===== config.mk =====
export PLATFORM = sky130hd
export DESIGN_NAME = cdeq_dpath
export DESIGN_NICKNAME = d
export VERILOG_FILES = /design/src/rtl/cdeq_pkg.sv /design/src/rtl/cdeq_dpath.sv
export SDC_FILE = /design/constraint.sdc
export NUM_CORES = 1
export LEC_CHECK = 0
export ABC_CLOCK_PERIOD_IN_PS = 3250
export BUFFER_PORTS_ARGS = -buffer_cell sky130_fd_sc_hd__buf_4
export CAP_MARGIN = 20
export CORE_MARGIN = 2
export CORE_UTILIZATION = 40
export CTS_CLUSTER_DIAMETER = 50
export DETAILED_ROUTE_END_ITERATION = 7
export HOLD_SLACK_MARGIN = 0.06
export PLACE_DENSITY_LB_ADDON = 0.08
export SLEW_MARGIN = 20
export SYNTH_ARGS = -nofsm -noshare
export SYNTH_HDL_FRONTEND = slang
export SYNTH_SLANG_ARGS = --single-unit
export TNS_END_PERCENT = 10

===== constraint.sdc =====
create_clock -name clk -period 3.25 [get_ports clk]
set_input_delay 0 -clock clk [delete_from_list [all_inputs] [get_ports clk]]
set_output_delay 0 -clock clk [all_outputs]
set_load 0.01 [all_outputs]

===== src/rtl/cdeq_pkg.sv =====
// package for the circular double-ended queue
// action and status codes, controller command and status structs; no dependencies
`default_nettype none

package cdeq_pkg;

    localparam int ACTION_W = 3;
    localparam int STATUS_W = 2;
    localparam int DATA_W   = 32;

    typedef enum logic [ACTION_W-1:0] {
        ACT_PUSH_FRONT = 3'd0,
        ACT_PUSH_BACK  = 3'd1,
        ACT_POP_FRONT  = 3'd2,
        ACT_POP_BACK   = 3'd3,
        ACT_PEEK_FRONT = 3'd4,
        ACT_PEEK_BACK  = 3'd5
    } cdeq_action_t;

    typedef enum logic [STATUS_W-1:0] {
        ST_OK    = 2'd0,
        ST_FULL  = 2'd1,
        ST_EMPTY = 2'd2
    } cdeq_status_t;

    // commands from controller to datapath, already qualified by the request handshake
    typedef struct packed {
        logic wr_front;
        logic wr_back;
        logic rd_front;
        logic rd_back;
        logic pop_front;
        logic pop_back;
    } cdeq_cmd_t;

    // datapath status seen by the controller
    typedef struct packed {
        logic full;
        logic empty;
    } cdeq_stat_t;

endpackage

`default_nettype wire


===== src/rtl/cdeq_dpath.sv =====
// datapath of the queue: slot memory, front index and element count
// depends on cdeq_pkg
`default_nettype none

module cdeq_dpath
    import cdeq_pkg::*;
#(
    parameter int CAPACITY = 16,
    parameter int CNT_W    = $clog2(CAPACITY + 1)
)
(
    input  wire logic                     clk,
    input  wire logic                     rst_n,
    input  wire cdeq_cmd_t                cmd,
    input  wire logic                     show_rd,
    input  wire logic signed [DATA_W-1:0] push_value,
    output cdeq_stat_t                    stat,
    output logic signed [DATA_W-1:0]      read_value,
    output logic [CNT_W-1:0]              element_count,
    output logic                          is_empty
);

    localparam int IDX_W = $clog2(CAPACITY);
    localparam int SUM_W = CNT_W + 1;
    localparam logic [IDX_W-1:0] LAST_IDX = IDX_W'(CAPACITY - 1);
    localparam logic [CNT_W-1:0] CAP_CNT  = CNT_W'(CAPACITY);
    localparam logic [SUM_W-1:0] CAP_SUM  = SUM_W'(CAPACITY);

    logic [DATA_W-1:0] mem [CAPACITY];
    logic [DATA_W-1:0] rdata_reg;
    logic [IDX_W-1:0]  front_reg, front_next;
    logic [CNT_W-1:0]  count_reg, count_next;

    logic [IDX_W-1:0]  front_dec, front_inc;
    logic [SUM_W-1:0]  back_sum, last_sum, back_wrap, last_wrap;
    logic [IDX_W-1:0]  wr_addr, rd_addr;

    assign front_dec = (front_reg == '0) ? LAST_IDX : front_reg - 1'b1;
    assign front_inc = (front_reg == LAST_IDX) ? '0 : front_reg + 1'b1;

    // slot one past the back and the back slot itself, wrapped once
    assign back_sum  = SUM_W'(front_reg) + SUM_W'(count_reg);
    assign last_sum  = back_sum - 1'b1;
    assign back_wrap = (back_sum >= CAP_SUM) ? back_sum - CAP_SUM : back_sum;
    assign last_wrap = (last_sum >= CAP_SUM) ? last_sum - CAP_SUM : last_sum;

    assign wr_addr = cmd.wr_front ? front_dec : back_wrap[IDX_W-1:0];
    assign rd_addr = cmd.rd_front ? front_reg : last_wrap[IDX_W-1:0];

    always_comb
    begin
        front_next = front_reg;
        count_next = count_reg;
        if (cmd.wr_front)
            front_next = front_dec;
        else if (cmd.pop_front)
            front_next = front_inc;
        if (cmd.wr_front || cmd.wr_back)
            count_next = count_reg + 1'b1;
        else if (cmd.pop_front || cmd.pop_back)
            count_next = count_reg - 1'b1;
    end

    always_ff @(posedge clk or negedge rst_n)
    begin
        if (!rst_n)
        begin
            front_reg <= '0;
            count_reg <= '0;
        end
        else
        begin
            front_reg <= front_next;
            count_reg <= count_next;
        end
    end

    always_ff @(posedge clk)
    begin
        if (cmd.wr_front || cmd.wr_back)
            mem[wr_addr] <= push_value;
    end

    always_ff @(posedge clk)
    begin
        if (cmd.rd_front || cmd.rd_back)
            rdata_reg <= mem[rd_addr];
    end

    assign stat.full     = (count_reg == CAP_CNT);
    assign stat.empty    = (count_reg == '0);
    assign read_value    = show_rd ? $signed(rdata_reg) : '0;
    assign element_count = count_reg;
    assign is_empty      = (count_reg == '0);

endmodule

`default_nettype wire


==> results.toml <==
[grt]
grt_max_degree = 38
grt_pass1_wl_mm = 83.7
antenna_found_initial = 1
first_global_vias = 11900
grt_usage_pct = 20.7
grt_overflow = 0

[synth]
synth_area_leaders = "edfxtp_1 74%, mux4_2 13%, o221ai_1 2.5%, a32oi_1 1.3%, dfrtp_1 1.0%"
seq_area_frac_synth_pct = 75.3
async_reset_ff_share_pct = 1.63
synth.distinct_cells = 46
yosys_warnings = 0
synth_top_area_share_pct = 74.3
syn-num-nets = 1116
syn_inst = 1064
synth-seq-cells = 553
synth_edf_count = 544
syn_area_mm2 = 0.0220
yosys.area.top_type = "edfxtp_1"
synth_ff_type = "edfxtp_1"
synth.avg_cell_area_um2 = 20.7

[detailed_routing]
dr.pass1.iters = 4
route.detailed.drc = 0
drtIter0Drc = 1012
vias = 11700
drt-wirelength-per-cell_um = 28.8
wl_mm = 57.7
postRouteAntennaNets = 0
via_per_inst = 5.82

[run]
maxCapViolations = 0

[layout]
largest_reg_flops = 512
final_layout_size_suffix_gt1_share_pct = 31.9
final_common_cell = "edfxtp_1"
fin_area_mm2 = 0.0269
final_cell_mix = "544 x edfxtp_1, 128 x mux4_2, 121 x buf_4, 62 x o221ai_1, 62 x clkbuf_16"
nNetsFinal = 1313
instances_no_fill = 2006
areaGrowthSynthToFinish_pct = 22.5

[timing]
worstMarginPinSlew_ns = 0.589
fmax_mhz = 317
drv_slew = 0
finalHoldViolations = 0
rsz0062_at_grt = "true"
setup_viol = 0
slew_headroom_pct = 60.7
fin_skew_ns = 0.0237
post-route-period-util_pct = 97.1
finalCriticalPeriod_ns = 3.16

[clock_tree]
insertion_delay_ns = 0.64
cts_sinks = 553
cts_made_buffers = 61
htree_levels = 2
cts_root_buf = "clkbuf_16"
cts_tree = "built"
post-cts-setup-buffers = 0
clkTransAtPathRegs_ns = 0.06
clock_path_buffers = 3

[hold_path]
min-delay-start = "cmd[3]"
hold_path.class = "primary input to flop"
hold_path_depth = 5
min_to = "rdata_reg[14]"

[critical_path]
ff2ff_path_depth = 10
end_kind = "flop"
start_kind = "flop"
criticalPathCategory = "flop to flop"
reg2reg_slack_ns = 0.09
r2r_start = "element_count[0]"
cp_max_fo = 30
r2r-end = "rdata_reg[5]"
required_ns = 3.61
arrival_ns = 3.52
startpoint = "element_count[0]"

[status]
status = "complete, no violations"

[place]
dp.cells = 1852
hpwl_mm = 32.4
io_buffers = 80
dpl-instance-area_mm2 = 0.0244
gp_congestion = 0.743

[floorplan]
io_pins = 81
die_area_mm2 = 0.0568
dieHeight_um = 238
die_w_um = 238
core-area_mm2 = 0.0540
initial_core_util_pct = 40.7
rows = 85
[layer usage]
metal / part of all wire, % / global-route usage (%) / vias to the layer above
li1: - / - / 4953
met1: 46 / 30.6 / 6295
met2: 47 / 32.4 / 342
met3: 5.3 / 3.00 / 80
met4: 2.2 / 5.85 / 0
met5: 0 / 0 / -
[synthesized netlist by cell type, types with 2 or more instances]
cell        n
nor4_1      3
o21ai_0    38
o21a_1      4
clkbuf_1   21
o221ai_1   64
nand3_1    33
mux4_2    128
o21ai_1     6
xor2_1      3
nand2_1    17
buf_1       4
nor2_1     20
mux2i_1     3
and2_1     33
a21oi_1     5
a21oi_2     2
edfxtp_1  544
a32oi_1    33
buf_2      32
xnor2_1     6
buf_4      15
a21o_1      3
inv_1       7
dfrtp_1     9
fa_1        2
ha_1        9
[logic make-up (layout without fill, tap and decap cells)]
| group | Yosys count | in the layout | synth area share [%] |
|---|---|---|---|
| other cells | 0 | 1 | 0 |
| buf+inv | 80 | 325 | 1.80 |
| xor+xnor | 12 | 12 | 0.643 |
| flops | 553 | 553 | 75.3 |
| simple gates | 112 | 112 | 2.59 |
| compound gates | 164 | 164 | 5.63 |
| mux | 132 | 132 | 13.3 |
| fa+ha+maj | 11 | 11 | 0.694 |
[layout make-up]
type,count,area [µm²]
tap,696,871
timing repair buffer,206,2180
multi-input combinational,431,5240
inverter,8,30.0
clock inverter,39,450
antenna,1,2.50
sequential,553,16600
clock buffer,72,1590
fill,4423,27100
[worst max-delay path, stage by stage (launching register included)]
cell and delay (ns):
dfrtp_1 0.39, ha_2 0.20, fa_2 0.56, inv_1 0.05
ha_1 0.32, mux2i_4 0.22, buf_12 0.28, buf_12 0.20
mux4_2 0.34, o221ai_1 0.20, a32oi_1 0.08
[through the flow]
| step | utilization [%] | worst slack [ns] | setup TNS (ns) | hold WS, ns |
|---|---|---|---|---|
| 2_1_floorplan | - | -0.172 | -75.89 | -0.296 |
| 3_3_place_gp | 45.2 | 0.102 | 0 | -0.159 |
| 3_5_place_dp | 45.2 | 0.0581 | 0 | -0.159 |
| 4_1_cts | 49.8 | 0.0593 | 0 | 0.0957 |
| 5_1_grt | 49.8 | -0.0321 | -0.0920 | 0.139 |
| 6_report | 49.8 | 0.0944 | 0 | 0.131 |
[repair_timing]
action | CTS | global route
gates resized for setup | 0 | 5
endpoints found under the hold margin | 538 | 0
setup endpoints to repair | 0 | 18
hold buffers | 42 | 0
[worst max-delay path by stage]
stage / depth (start not counted) / end
2_1_floorplan: 6 / mem[8][0]
3_3_place_gp: 10 / rdata_reg[5]
3_5_place_dp: 10 / rdata_reg[5]
4_1_cts: 10 / rdata_reg[6]
5_1_grt: 10 / rdata_reg[6]
6_report: 10 / rdata_reg[5]
Power is not shown: default switching activity piles up to over one toggle a cycle in this logic, so the estimate is an artifact.
