File: src/rtl/cdeq_pkg.sv
// package for the circular double-ended queue
// action and status codes, controller command and status structs; no dependencies
`default_nettype none

package cdeq_pkg;

    localparam int ACTION_W = 3;
    localparam int STATUS_W = 2;
    localparam int DATA_W   = 32;

    typedef enum logic [ACTION_W-1:0] {
        ACT_PUSH_FRONT = 3'd0,
        ACT_PUSH_BACK  = 3'd1,
        ACT_POP_FRONT  = 3'd2,
        ACT_POP_BACK   = 3'd3,
        ACT_PEEK_FRONT = 3'd4,
        ACT_PEEK_BACK  = 3'd5
    } cdeq_action_t;

    typedef enum logic [STATUS_W-1:0] {
        ST_OK    = 2'd0,
        ST_FULL  = 2'd1,
        ST_EMPTY = 2'd2
    } cdeq_status_t;

    // commands from controller to datapath, already qualified by the request handshake
    typedef struct packed {
        logic wr_front;
        logic wr_back;
        logic rd_front;
        logic rd_back;
        logic pop_front;
        logic pop_back;
    } cdeq_cmd_t;

    // datapath status seen by the controller
    typedef struct packed {
        logic full;
        logic empty;
    } cdeq_stat_t;

endpackage

`default_nettype wire

File: src/rtl/cdeq_ctrl.sv
// controller of the queue: handshake state, action decode and response status
// depends on cdeq_pkg
`default_nettype none

module cdeq_ctrl
    import cdeq_pkg::*;
(
    input  wire logic                clk,
    input  wire logic                rst_n,
    input  wire logic                req_valid,
    output logic                     req_ready,
    input  wire logic [ACTION_W-1:0] action,
    output logic                     rsp_valid,
    input  wire logic                rsp_ready,
    output logic [STATUS_W-1:0]      status,
    output logic                     show_rd,
    output cdeq_cmd_t                cmd,
    input  wire cdeq_stat_t          stat
);

    typedef enum logic {
        S_IDLE,
        S_HOLD
    } state_t;

    state_t       state_reg, state_next;
    cdeq_status_t status_reg, status_next;
    logic         show_rd_reg, show_rd_next;
    logic         accept;

    // a new request may enter while the previous response leaves
    assign req_ready = (state_reg == S_IDLE) || rsp_ready;
    assign accept    = req_valid && req_ready;

    always_comb
    begin
        cmd          = '0;
        status_next  = ST_OK;
        show_rd_next = 1'b0;
        case (cdeq_action_t'(action))
            ACT_PUSH_FRONT:
            begin
                if (stat.full)
                    status_next = ST_FULL;
                else
                    cmd.wr_front = accept;
            end
            ACT_PUSH_BACK:
            begin
                if (stat.full)
                    status_next = ST_FULL;
                else
                    cmd.wr_back = accept;
            end
            ACT_POP_FRONT:
            begin
                if (stat.empty)
                    status_next = ST_EMPTY;
                else
                begin
                    cmd.rd_front  = accept;
                    cmd.pop_front = accept;
                    show_rd_next  = 1'b1;
                end
            end
            ACT_POP_BACK:
            begin
                if (stat.empty)
                    status_next = ST_EMPTY;
                else
                begin
                    cmd.rd_back  = accept;
                    cmd.pop_back = accept;
                    show_rd_next = 1'b1;
                end
            end
            ACT_PEEK_FRONT:
            begin
                if (stat.empty)
                    status_next = ST_EMPTY;
                else
                begin
                    cmd.rd_front = accept;
                    show_rd_next = 1'b1;
                end
            end
            ACT_PEEK_BACK:
            begin
                if (stat.empty)
                    status_next = ST_EMPTY;
                else
                begin
                    cmd.rd_back  = accept;
                    show_rd_next = 1'b1;
                end
            end
            default:
            begin
                status_next = ST_OK;
            end
        endcase
    end

    always_comb
    begin
        state_next = state_reg;
        case (state_reg)
            S_IDLE:
            begin
                if (accept)
                    state_next = S_HOLD;
            end
            S_HOLD:
            begin
                if (accept)
                    state_next = S_HOLD;
                else if (rsp_ready)
                    state_next = S_IDLE;
            end
            default:
            begin
                state_next = S_IDLE;
            end
        endcase
    end

    always_ff @(posedge clk or negedge rst_n)
    begin
        if (!rst_n)
        begin
            state_reg   <= S_IDLE;
            status_reg  <= ST_OK;
            show_rd_reg <= 1'b0;
        end
        else
        begin
            state_reg <= state_next;
            if (accept)
            begin
                status_reg  <= status_next;
                show_rd_reg <= show_rd_next;
            end
        end
    end

    assign rsp_valid = (state_reg == S_HOLD);
    assign status    = status_reg;
    assign show_rd   = show_rd_reg;

endmodule

`default_nettype wire

File: config.mk
export PLATFORM = sky130hd
export DESIGN_NAME = cdeq_ctrl
export DESIGN_NICKNAME = d
export VERILOG_FILES = /design/src/rtl/cdeq_pkg.sv /design/src/rtl/cdeq_ctrl.sv
export SDC_FILE = /design/constraint.sdc
export NUM_CORES = 1
export LEC_CHECK = 0
export BUFFER_PORTS_ARGS = -buffer_cell sky130_fd_sc_hd__buf_2
export CAP_MARGIN = 30
export CORE_AREA = 5 5 42 44
export CTS_CLUSTER_DIAMETER = 50
export DETAILED_ROUTE_END_ITERATION = 7
export DIE_AREA = 0 0 47 49
export PLACE_DENSITY_LB_ADDON = 0.3
export RECOVER_POWER = 50
export SLEW_MARGIN = 10
export SYNTH_ARGS = -nofsm -noshare
export SYNTH_HDL_FRONTEND = slang
export SYNTH_SLANG_ARGS = --single-unit
export TNS_END_PERCENT = 10
File: constraint.sdc
create_clock -name clk -period 1.2 [get_ports clk]
set_input_delay 0.12 -clock clk [delete_from_list [all_inputs] [get_ports clk]]
set_output_delay 0.12 -clock clk [all_outputs]
set_load 0.005 [all_outputs]
==> reports/metrics.csv, run 1 <==
stage,metric,value,unit
status,status,finished with violations,
status,failing checks,setup timing,
synthesis,Syn Area/Cell,10.7,um2
critical_path,Worst Path Required,1.08,ns
sta,"Hold Vio Cnt, Final",0,
clocking,Max Buffers Root-to-Sink,2,
clocking,CTS tree,done,
die,row cnt,14,
die,Chip Width,47,um
clocking,total CTS buffers,3,
sta,max-slew violations,0,
critical_path,Critical Path Max Stage Delay,0.40,ns
critical_path,critical path peak fanout,8,
sta,# setup viols final,7,
sta,worst rel slew slack,82.9,%
finish,share of cells above drive strength 1,64.0,%
place,Port Buf Inserts,19,
synthesis,synth unique cells,14,
die,Core ar.,0.00140,mm2
critical_path,critical path class,flip-flop to output port,
critical_path,r2r setup slk,-0.02,ns
finish,"leading cell type in the layout, fill and taps excluded",buf_2,
grt,GR Util All Layers,7.29,%
pwr,leakage power,0.226,nW
detailed_routing,WL/cell,12.2,um
synthesis,"Net Count, Synth",33,
pwr,Worst IR Drop VDD,0.000508,V
critical_path,"slowest stage cell, crit path",dfrtp_1,
synthesis,Yosys top cell area share,38.8,%
run,Max Cap Viol,0,
synthesis,Synth Register Bits,4,
grt,vias in the first global route,296,
grt,initial antenna violation count,0,
detailed_routing,DRC Markers,0,
detailed_routing,First DRT Iteration DRCs,3,
clocking,CTS sink cnt,4,
synthesis,Gate Count Post-Synth,24,
critical_path,worst-path cell chain,"nand2b_4, nand2_8, nor4b_4, buf_2",
finish,synthesis-to-layout area growth,79.1,%
synthesis,synth warn,0,
place,DP Wirelength,591,um
finish,ANT cells,0,
place,Placer Congestion,0.724,
sta,slew of the pin with the lowest slew margin,0.256,ns
finish,fillers,162,
critical_path,WP data arrival,1.24,ns
detailed_routing,Final ANT Viol Nets,0,
die,I/O pin total,20,
die,die area,0.00230,mm2
sta,unrepaired setup endpoints after global routing,true,
pwr,PD cells,955,mW/mm2
finish,fin cells,66,
clocking,depth of the CTS H-tree,1,
finish,max reg flops,2,
detailed_routing,routed vias/inst,4.32,
grt,first-pass GRT wire length,1.19,mm
finish,fin util,32.9,%
die,Initial Utilization,18.4,%
sta,final worst path period need,1.36,ns
critical_path,endpoint type of the worst setup path,output port,
sta,f_max,737,MHz
critical_path,Worst setup SP type,flip-flop,
finish,Nets,61,
detailed_routing,final wirelength,802,um
sta,clock skew,0.000438,ns
grt,total grt overflow,0,
sta,final period utilization,113,%
synthesis,synthesized area,258,um2
detailed_routing,Vias,285,
clocking,root buf cell,clkbuf_4,
synthesis,"Seq/Total Area, Yosys",38.8,%
detailed_routing,Initial DRT Pass Iterations,2,
clocking,clock slew at reported path FFs,0.04,ns
die,Die Span Y,49,um
grt,largest net degree at the start of global routing,10,
synthesis,largest cells by area after synthesis,"dfrtp_1 39%, mux2_2 8.7%, nand2b_1 7.3%",
synthesis,dominant cell type by area after synthesis,dfrtp_1,
finish,most frequent cells in the layout,"17 x buf_2, 4 x dfrtp_1",
worst_hold_path,Min-Delay Path Class,input pin to flip-flop,
place,placed cells,59,
sta,post-route worst setup slack,-0.156,ns
clocking,Clock Latency Late Sink,0.23,ns
stage by stage:
step | TNS [ns] | setup slack, ns | hold slack, ns | instance area (um2) | total power [mW]
floorplan | 0 | 0.175 | -0.176 | 258 | 0.206
CTS | -0.709 | -0.158 | 0.137 | 419 | 0.438
global route | -1.09 | -0.229 | 0.189 | 462 | 0.472
global placement | 0 | 0.123 | -0.0723 | 373 | 0.259
detailed placement | 0 | 0.0813 | -0.0727 | 373 | 0.258
finish | -0.465 | -0.156 | 0.191 | 462 | 0.441
worst paths after layout:
path | from | endpoint | cells after the start
worst max-delay path | rsp_valid | cmd[4] | 4
worst min-delay path | req_valid | rsp_valid | 2
worst max register to register | rsp_valid | status[0] | 5
worst min register to register | status[1] | status[1] | 1
max in group asynchronous | rst_n | show_rd | 2
min in group asynchronous | rst_n | status[1] | 2
synthesized netlist by cell type:
cell type  count
nor4b_2        1
nor3_1         2
nand3_1        1
nor4_1         3
dfrtp_1        4
nand2b_4       1
nand2b_1       3
inv_1          1
xnor2_2        1
o2bb2ai_1      1
mux2_2         2
nand2_4        1
nor2_1         2
or2_1          1
layout make-up:
class	count	area (um2)	share of cell area, %
Inverter	1	3.75	0.813
Sequential cell	4	100	21.7
Multi-Input combinational cell	19	190	41.2
Clock buffer	3	22.5	4.88
Tap cell	16	20.0	4.34
Timing Repair Buffer	23	125	27.1
logic make-up (layout without fill, tap and decap cells):
kind of cell,after synthesis,in the layout,synth area share [%]
XOR/XNOR,1,1,6.31
multiplexers,2,2,8.74
flip-flops,4,4,38.8
buffers and inverters,1,27,1.45
AND/OR/NAND/NOR,15,15,41.3
AO/OA/AOI/OAI,1,1,3.40
routing by layer:
metal	up-vias	global-route usage (%)	wire (um)
li1	139	-	-
met1	122	9.60	332
met2	22	8.82	333
met3	2	2.21	119
met4	0	6.91	17
met5	-	0	0
repair_timing:
item	4_1_cts	5_1_grt
gates cloned	0	0
setup endpoints to repair	6	6
hold endpoints to repair	4	0
pin swaps	0	3
setup buffers	1	2
hold buffers	1	0
resized for setup	1	4
power by group:
| group | leakage, nW | switching (mW) | internal, mW |
|---|---|---|---|
| combinational | 0.162 | 0.0595 | 0.0606 |
| sequential | 0.0502 | 0.00865 | 0.150 |
| clock | 0.0138 | 0.0504 | 0.112 |
worst max-delay path, delay by kind of cell, from the launching register on:
| kind | cells | cell delay (ns) |
|---|---|---|
| AND/OR/NAND/NOR | 3 | 0.46 |
| buffers and inverters | 1 | 0.15 |
| flip-flops | 1 | 0.40 |
Note: power is estimated with default switching activity, not from simulation.
==> run 2, diff against run 1 <==
==> constraint.sdc (replaced) <==
create_clock -name clk -period 1.1 [get_ports clk]
set_input_delay 0.11 -clock clk [delete_from_list [all_inputs] [get_ports clk]]
set_output_delay 0.11 -clock clk [all_outputs]
set_load 0.005 [all_outputs]
==> run 2 against run 1 <==
Against the previous run:
- the run still ends with setup timing left
- critical path depth unchanged
- clock power up 9.9%
- first-iteration DRC count down 33%
- non-clock buffer count down 2
- critical endpoint unchanged
- highest routed layer unchanged
==> reports/metrics.csv, run 2 (synthesis gave the netlist of run 1 again) <==
stage,metric,value,unit,change
finish,most frequent cells in the layout,"17 x buf_2, 4 x dfrtp_1, 3 x nand2b_1, 3 x clkbuf_4",,"was 17 x buf_2, 4 x dfrtp_1"
pwr,Worst IR Drop VDD,0.000411,V,was 0.000508 V
detailed_routing,DRC Markers,0,,unchanged
clocking,Max Buffers Root-to-Sink,2,,unchanged
grt,initial antenna violation count,0,,unchanged
finish,max reg flops,2,,unchanged
sta,unrepaired setup endpoints after global routing,true,,unchanged
critical_path,WP depth,4,,unchanged
critical_path,r2r endpoint,show_rd,,was status[0]
sta,clock skew,0.00360,ns,was 0.000438 ns
finish,"leading cell type in the layout, fill and taps excluded",buf_2,,unchanged
clocking,CTS sink cnt,4,,unchanged
detailed_routing,First DRT Iteration DRCs,2,,was 3
finish,Nets,59,,was 61
clocking,total CTS buffers,3,,unchanged
critical_path,worst-path cell chain,"nand2b_4, nand2_8, nor4b_4, buf_2",,unchanged
critical_path,critical path class,flip-flop to output port,,unchanged
critical_path,critical path peak fanout,9,,was 8
clocking,root buf cell,clkbuf_4,,unchanged
critical_path,"Largest delay share family, worst path",simple AND/OR/NAND/NOR gates,,unchanged
critical_path,WP data arrival,1.22,ns,was 1.24 ns
finish,synthesis-to-layout area growth,70.9,%,was 79.1%
critical_path,"slowest stage cell, crit path",dfrtp_1,,unchanged
grt,total grt overflow,0,,unchanged
pwr,PD cells,1080,mW/mm2,was 955 mW/mm2
critical_path,CP Capture Point,cmd[4],,unchanged
critical_path,Worst R2R Path Depth,3,,was 5
die,Chip Width,47,um,unchanged
finish,share of cells above drive strength 1,60.4,%,was 64.0%
sta,Hold Worst Slack,0.176,ns,was 0.191 ns
sta,post-route worst setup slack,-0.231,ns,was -0.156 ns
worst_hold_path,Min-Delay Path Class,input pin to flip-flop,,unchanged
clocking,depth of the CTS H-tree,1,,unchanged
die,Die Span Y,49,um,unchanged
place,Port Buf Inserts,19,,unchanged
place,DP Wirelength,621,um,was 591 um
sta,"Hold Vio Cnt, Final",0,,unchanged
worst_hold_path,hold_sp,req_valid,,unchanged
critical_path,CP bufs+invs,1,,unchanged
grt,first-pass GRT wire length,1.22,mm,was 1.19 mm
die,Core ar.,0.00140,mm2,unchanged
detailed_routing,Final ANT Viol Nets,0,,unchanged
finish,fillers,158,,was 162
clocking,clock slew at reported path FFs,0.04,ns,about the same
sta,worst rel slew slack,82.9,%,about the same
status,status,finished with violations,,unchanged
finish,fin util,31.4,%,was 32.9%
finish,multi-input logic area,184,um2,was 190 um2
finish,ANT cells,0,,unchanged
detailed_routing,Vias,274,,was 285
critical_path,Worst Path Required,0.99,ns,was 1.08 ns
clocking,CTS tree,done,,unchanged
critical_path,endpoint type of the worst setup path,output port,,unchanged
status,failing checks,setup timing,,unchanged
sta,final period utilization,121,%,
finish,fin area,440,um2,was 462 um2
pwr,leakage power,0.217,nW,was 0.226 nW
grt,GR Util All Layers,7.71,%,was 7.29%
die,row cnt,14,,unchanged
critical_path,Worst setup SP type,flip-flop,,unchanged
place,Post-DP Area,380,um2,was 373 um2
detailed_routing,routed vias/inst,4.28,,was 4.32
sta,slew of the pin with the lowest slew margin,0.255,ns,was 0.256 ns
die,die area,0.00230,mm2,unchanged
place,placed cells,60,,was 59
sta,max-slew violations,0,,unchanged
detailed_routing,Initial DRT Pass Iterations,2,,unchanged
finish,fin cells,64,,was 66
sta,f_max,752,MHz,
critical_path,RR Startpoint,rsp_valid,,unchanged
detailed_routing,WL/cell,12.4,um,was 12.2 um
critical_path,Critical Path Max Stage Delay,0.40,ns,about the same
critical_path,r2r setup slk,0.07,ns,was -0.02 ns
place,Placer Congestion,0.708,,was 0.724
die,I/O pin total,20,,unchanged
clocking,Clock Latency Late Sink,0.23,ns,about the same
pwr,total power,0.474,mW,was 0.441 mW
critical_path,Setup crit start,rsp_valid,,unchanged
finish,FF+latch area,100,um2,unchanged
sta,final worst path period need,1.33,ns,
run,Max Cap Viol,0,,unchanged
grt,vias in the first global route,301,,was 296
sta,# setup viols final,6,,was 7
grt,largest net degree at the start of global routing,10,,unchanged
detailed_routing,final wirelength,794,um,was 802 um
die,Initial Utilization,18.4,%,unchanged
## run 2: timing repair
| item | CTS | global route |
|---|---|---|
| endpoints found under the setup margin | 6 | 7 |
| resized for setup | 2 | 2 |
| setup buffers | 0 | 0 |
| endpoints found under the hold margin | 4 | 0 |
| hold buffers | 1 | 0 |
## run 2: stage by stage
stage | setup TNS (ns) | worst slack [ns]
floorplan | 0 | 0.0753
global placement | 0 | 0.0433
detailed placement | -0.00113 | -0.00113
CTS | -1.19 | -0.225
global route | -1.60 | -0.308
finish | -1.12 | -0.231
## run 2: power by group
| part | leakage [nW] | switching, mW | internal (mW) | total, mW |
|---|---|---|---|---|
| clock network | 0.0138 | 0.0562 | 0.122 | 0.178 |
| logic | 0.153 | 0.0629 | 0.0600 | 0.123 |
| registers | 0.0502 | 0.00912 | 0.164 | 0.173 |
## run 2: worst min-delay path by stage
stage	cells past startpoint	slack, ns	to
after detailed placement	1	-0.08	status[0]
after global placement	1	-0.08	status[0]
after global routing	2	0.17	rsp_valid
after floorplan	0	-0.19	rsp_valid
after CTS	2	0.17	rsp_valid
final	2	0.18	rsp_valid
## run 2: worst register-to-register path: stages, from the launching register on
cell and delay, ns:
dfrtp_1 0.38, nand2b_4 0.09, nand2_8 0.11, mux2_2 0.34
## run 2: layer usage
layer  share of wire, %  vias up  wire length, um  track usage, %
met4                1.0        0                8            8.29
li1                   -      137                -               -
met2                 38       20              302            9.50
met3                 17        2              135            2.21
met5                  0        -                0               0
met1                 44      115              346            9.60
## run 2: final cells by class
type                    instances  area share (%)
well taps                      16            4.55
clock buffers                   3            5.11
repair buffers                 21            25.0
flip-flops and latches          4            22.7
multi-input cells              19            41.8
inverters                       1           0.852
==> run 3, diff against run 2 <==
--- a/config.mk
+++ b/config.mk
@@ -11,7 +11,7 @@
 export CTS_CLUSTER_DIAMETER = 50
 export DETAILED_ROUTE_END_ITERATION = 7
 export DIE_AREA = 0 0 47 49
-export PLACE_DENSITY_LB_ADDON = 0.3
+export PLACE_DENSITY = 0.54
 export RECOVER_POWER = 50
 export SLEW_MARGIN = 10
 export SYNTH_ARGS = -nofsm -noshare
==> run 3 against run 2 <==
Against the previous run:
- the flow still finishes with violations (setup timing)
- non-clock buffer count stayed put
- wire length shrank 10%
- worst hold slack gained 0.013 ns
- clock-buffer cell count stayed put
- setup slack improved by 0.017 ns
- sequential cell count is the same
- clock skew is 0.0023 ns lower
- sequential power about the same
- critical path type unchanged
- first-iteration DRC count shrank 100%
- global-route usage fell by 0.35 points
- total power fell by 1.1%
- core utilization down 0.45 points
==> reports/metrics.csv, run 3 (synthesis gave the netlist of run 1 again) <==
stage,metric,value,unit,change
status,status,finished with violations,,unchanged
status,failing checks,setup timing,,unchanged
finish,fillers,163,,was 158
worst_hold_path,hold_sp,stat[0],,was req_valid
critical_path,Critical Path Max Stage Delay,0.39,ns,was 0.40 ns
die,Die Span Y,49,um,unchanged
detailed_routing,Initial DRT Pass Iterations,1,,was 2
sta,Hold Worst Slack,0.189,ns,was 0.176 ns
clocking,root buf cell,clkbuf_4,,unchanged
clocking,CTS sink cnt,4,,unchanged
critical_path,Worst Path Required,0.99,ns,about the same
clocking,Clock Latency Late Sink,0.23,ns,about the same
sta,unrepaired setup endpoints after global routing,true,,unchanged
critical_path,"slowest stage cell, crit path",dfrtp_1,,unchanged
sta,f_max,762,MHz,was 752 MHz
critical_path,critical path peak fanout,9,,unchanged
detailed_routing,DRC Markers,0,,unchanged
sta,final period utilization,119,%,was 121%
sta,"Hold Vio Cnt, Final",0,,unchanged
sta,post-route worst setup slack,-0.213,ns,was -0.231 ns
detailed_routing,Final ANT Viol Nets,0,,unchanged
finish,share of cells above drive strength 1,58.3,%,was 60.4%
finish,synthesis-to-layout area growth,68.4,%,was 70.9%
critical_path,CP bufs+invs,1,,unchanged
detailed_routing,WL/cell,11.1,um,was 12.4 um
pwr,leakage power,0.217,nW,about the same
grt,vias in the first global route,284,,was 301
critical_path,"Largest delay share family, worst path",simple AND/OR/NAND/NOR gates,,unchanged
pwr,PD cells,1080,mW/mm2,about the same
place,Placer Congestion,0.656,,was 0.708
run,Max Cap Viol,0,,unchanged
grt,largest net degree at the start of global routing,10,,unchanged
critical_path,worst-path cell chain,"nand2b_4, nand2_8, nor4b_4, buf_2",,unchanged
sta,Fin Setup TNS,-1.02,ns,was -1.12 ns
detailed_routing,final wirelength,712,um,was 794 um
place,placed cells,60,,unchanged
grt,total grt overflow,0,,unchanged
die,I/O pin total,20,,unchanged
die,Initial Utilization,18.4,%,unchanged
finish,Nets,59,,unchanged
place,DP Wirelength,547,um,was 621 um
grt,GR Util All Layers,7.36,%,was 7.71%
clocking,total CTS buffers,3,,unchanged
detailed_routing,routed vias/inst,4.09,,was 4.28
pwr,Worst IR Drop VDD,0.000382,V,was 0.000411 V
sta,max-slew violations,0,,unchanged
sta,worst rel slew slack,85.1,%,was 82.9%
die,die area,0.00230,mm2,unchanged
place,pre-CTS WS,0.0104,ns,was -0.00113 ns
clocking,CTS tree,done,,unchanged
critical_path,Worst setup SP type,flip-flop,,unchanged
grt,initial antenna violation count,0,,unchanged
die,Core ar.,0.00140,mm2,unchanged
sta,slew of the pin with the lowest slew margin,0.223,ns,was 0.255 ns
critical_path,WP data arrival,1.20,ns,was 1.22 ns
worst_hold_path,Min-Delay Endpoint,status[1],,was rsp_valid
critical_path,r2r setup slk,0.08,ns,was 0.07 ns
detailed_routing,First DRT Iteration DRCs,0,,was 2
finish,fin area,434,um2,was 440 um2
sta,# setup viols final,6,,unchanged
clocking,number of post-CTS setup repair buffers,0,,unchanged
finish,"leading cell type in the layout, fill and taps excluded",buf_2,,unchanged
worst_hold_path,Hold Crit Depth,3,,was 2
grt,first-pass GRT wire length,1.22,mm,unchanged
detailed_routing,Vias,262,,was 274
place,Post-DP Area,380,um2,unchanged
place,Port Buf Inserts,19,,unchanged
die,row cnt,14,,unchanged
critical_path,r2r endpoint,show_rd,,unchanged
finish,max reg flops,2,,unchanged
clocking,depth of the CTS H-tree,1,,unchanged
sta,final worst path period need,1.31,ns,was 1.33 ns
finish,most frequent cells in the layout,"17 x buf_2, 4 x dfrtp_1, 3 x nand2b_1, 3 x clkbuf_4",,unchanged
clocking,Max Buffers Root-to-Sink,2,,unchanged
clocking,clock slew at reported path FFs,0.04,ns,about the same
critical_path,endpoint type of the worst setup path,output port,,unchanged
finish,ANT cells,0,,unchanged
sta,clock skew,0.00129,ns,was 0.00360 ns
critical_path,critical path class,flip-flop to output port,,unchanged
critical_path,RR Startpoint,rsp_valid,,unchanged
worst_hold_path,Min-Delay Path Class,input pin to flip-flop,,unchanged
finish,fin cells,64,,unchanged
die,Chip Width,47,um,unchanged
critical_path,Worst R2R Path Depth,3,,unchanged
-- run 3: cell type report --
type | instances | area, um2 | area share [%]
well taps | 16 | 20.0 | 4.61
inverters | 1 | 3.75 | 0.865
flip-flops and latches | 4 | 100 | 23.1
repair buffers | 21 | 110 | 25.4
multi-input cells | 19 | 178 | 40.9
clock buffers | 3 | 22.5 | 5.19
-- run 3: stage by stage --
stage | utilization, % | power (mW)
after floorplan | - | 0.225
after global placement | 27.1 | 0.283
after detailed placement | 27.1 | 0.283
after CTS | 31.2 | 0.486
after global routing | 31.0 | 0.506
final | 31.0 | 0.468
-- run 3: what timing repair did --
item	4_1_cts	5_1_grt
endpoints found under the hold margin	4	0
pin swaps	1	0
endpoints found under the setup margin	6	7
hold buffers	1	0
gates resized for setup	3	0
-- run 3: worst max-delay path by stage --
stage                     startpoint       to  slack (ns)  cells after the start
after floorplan            rsp_valid  show_rd        0.08                      3
after global placement     rsp_valid   cmd[5]        0.01                      4
after detailed placement   rsp_valid   cmd[4]        0.01                      4
after CTS                  rsp_valid   cmd[4]       -0.24                      4
after global routing       rsp_valid   cmd[4]       -0.31                      4
final                      rsp_valid   cmd[4]       -0.21                      4
-- run 3: worst register-to-register path, stage by stage, from the launching register on --
cell and delay, ns:
dfrtp_1 0.37, nand2b_4 0.09, nand2_8 0.11, mux2_2 0.33
-- run 3: metal layers --
| metal | part of all wire (%) | GRT usage [%] | wire length, um |
|---|---|---|---|
| met1 | 38 | 9.38 | 271 |
| met3 | 12 | 1.48 | 87 |
| met2 | 50 | 10.4 | 353 |
| met5 | 0 | 0 | 0 |
| met4 | 0 | 5.53 | 0 |
-- run 3: where the power goes --
part | switching (mW) | leakage [nW] | internal (mW)
sequential | 0.00920 | 0.0502 | 0.164
combinational | 0.0596 | 0.153 | 0.0593
clock | 0.0549 | 0.0138 | 0.122
total | 0.124 | 0.217 | 0.345
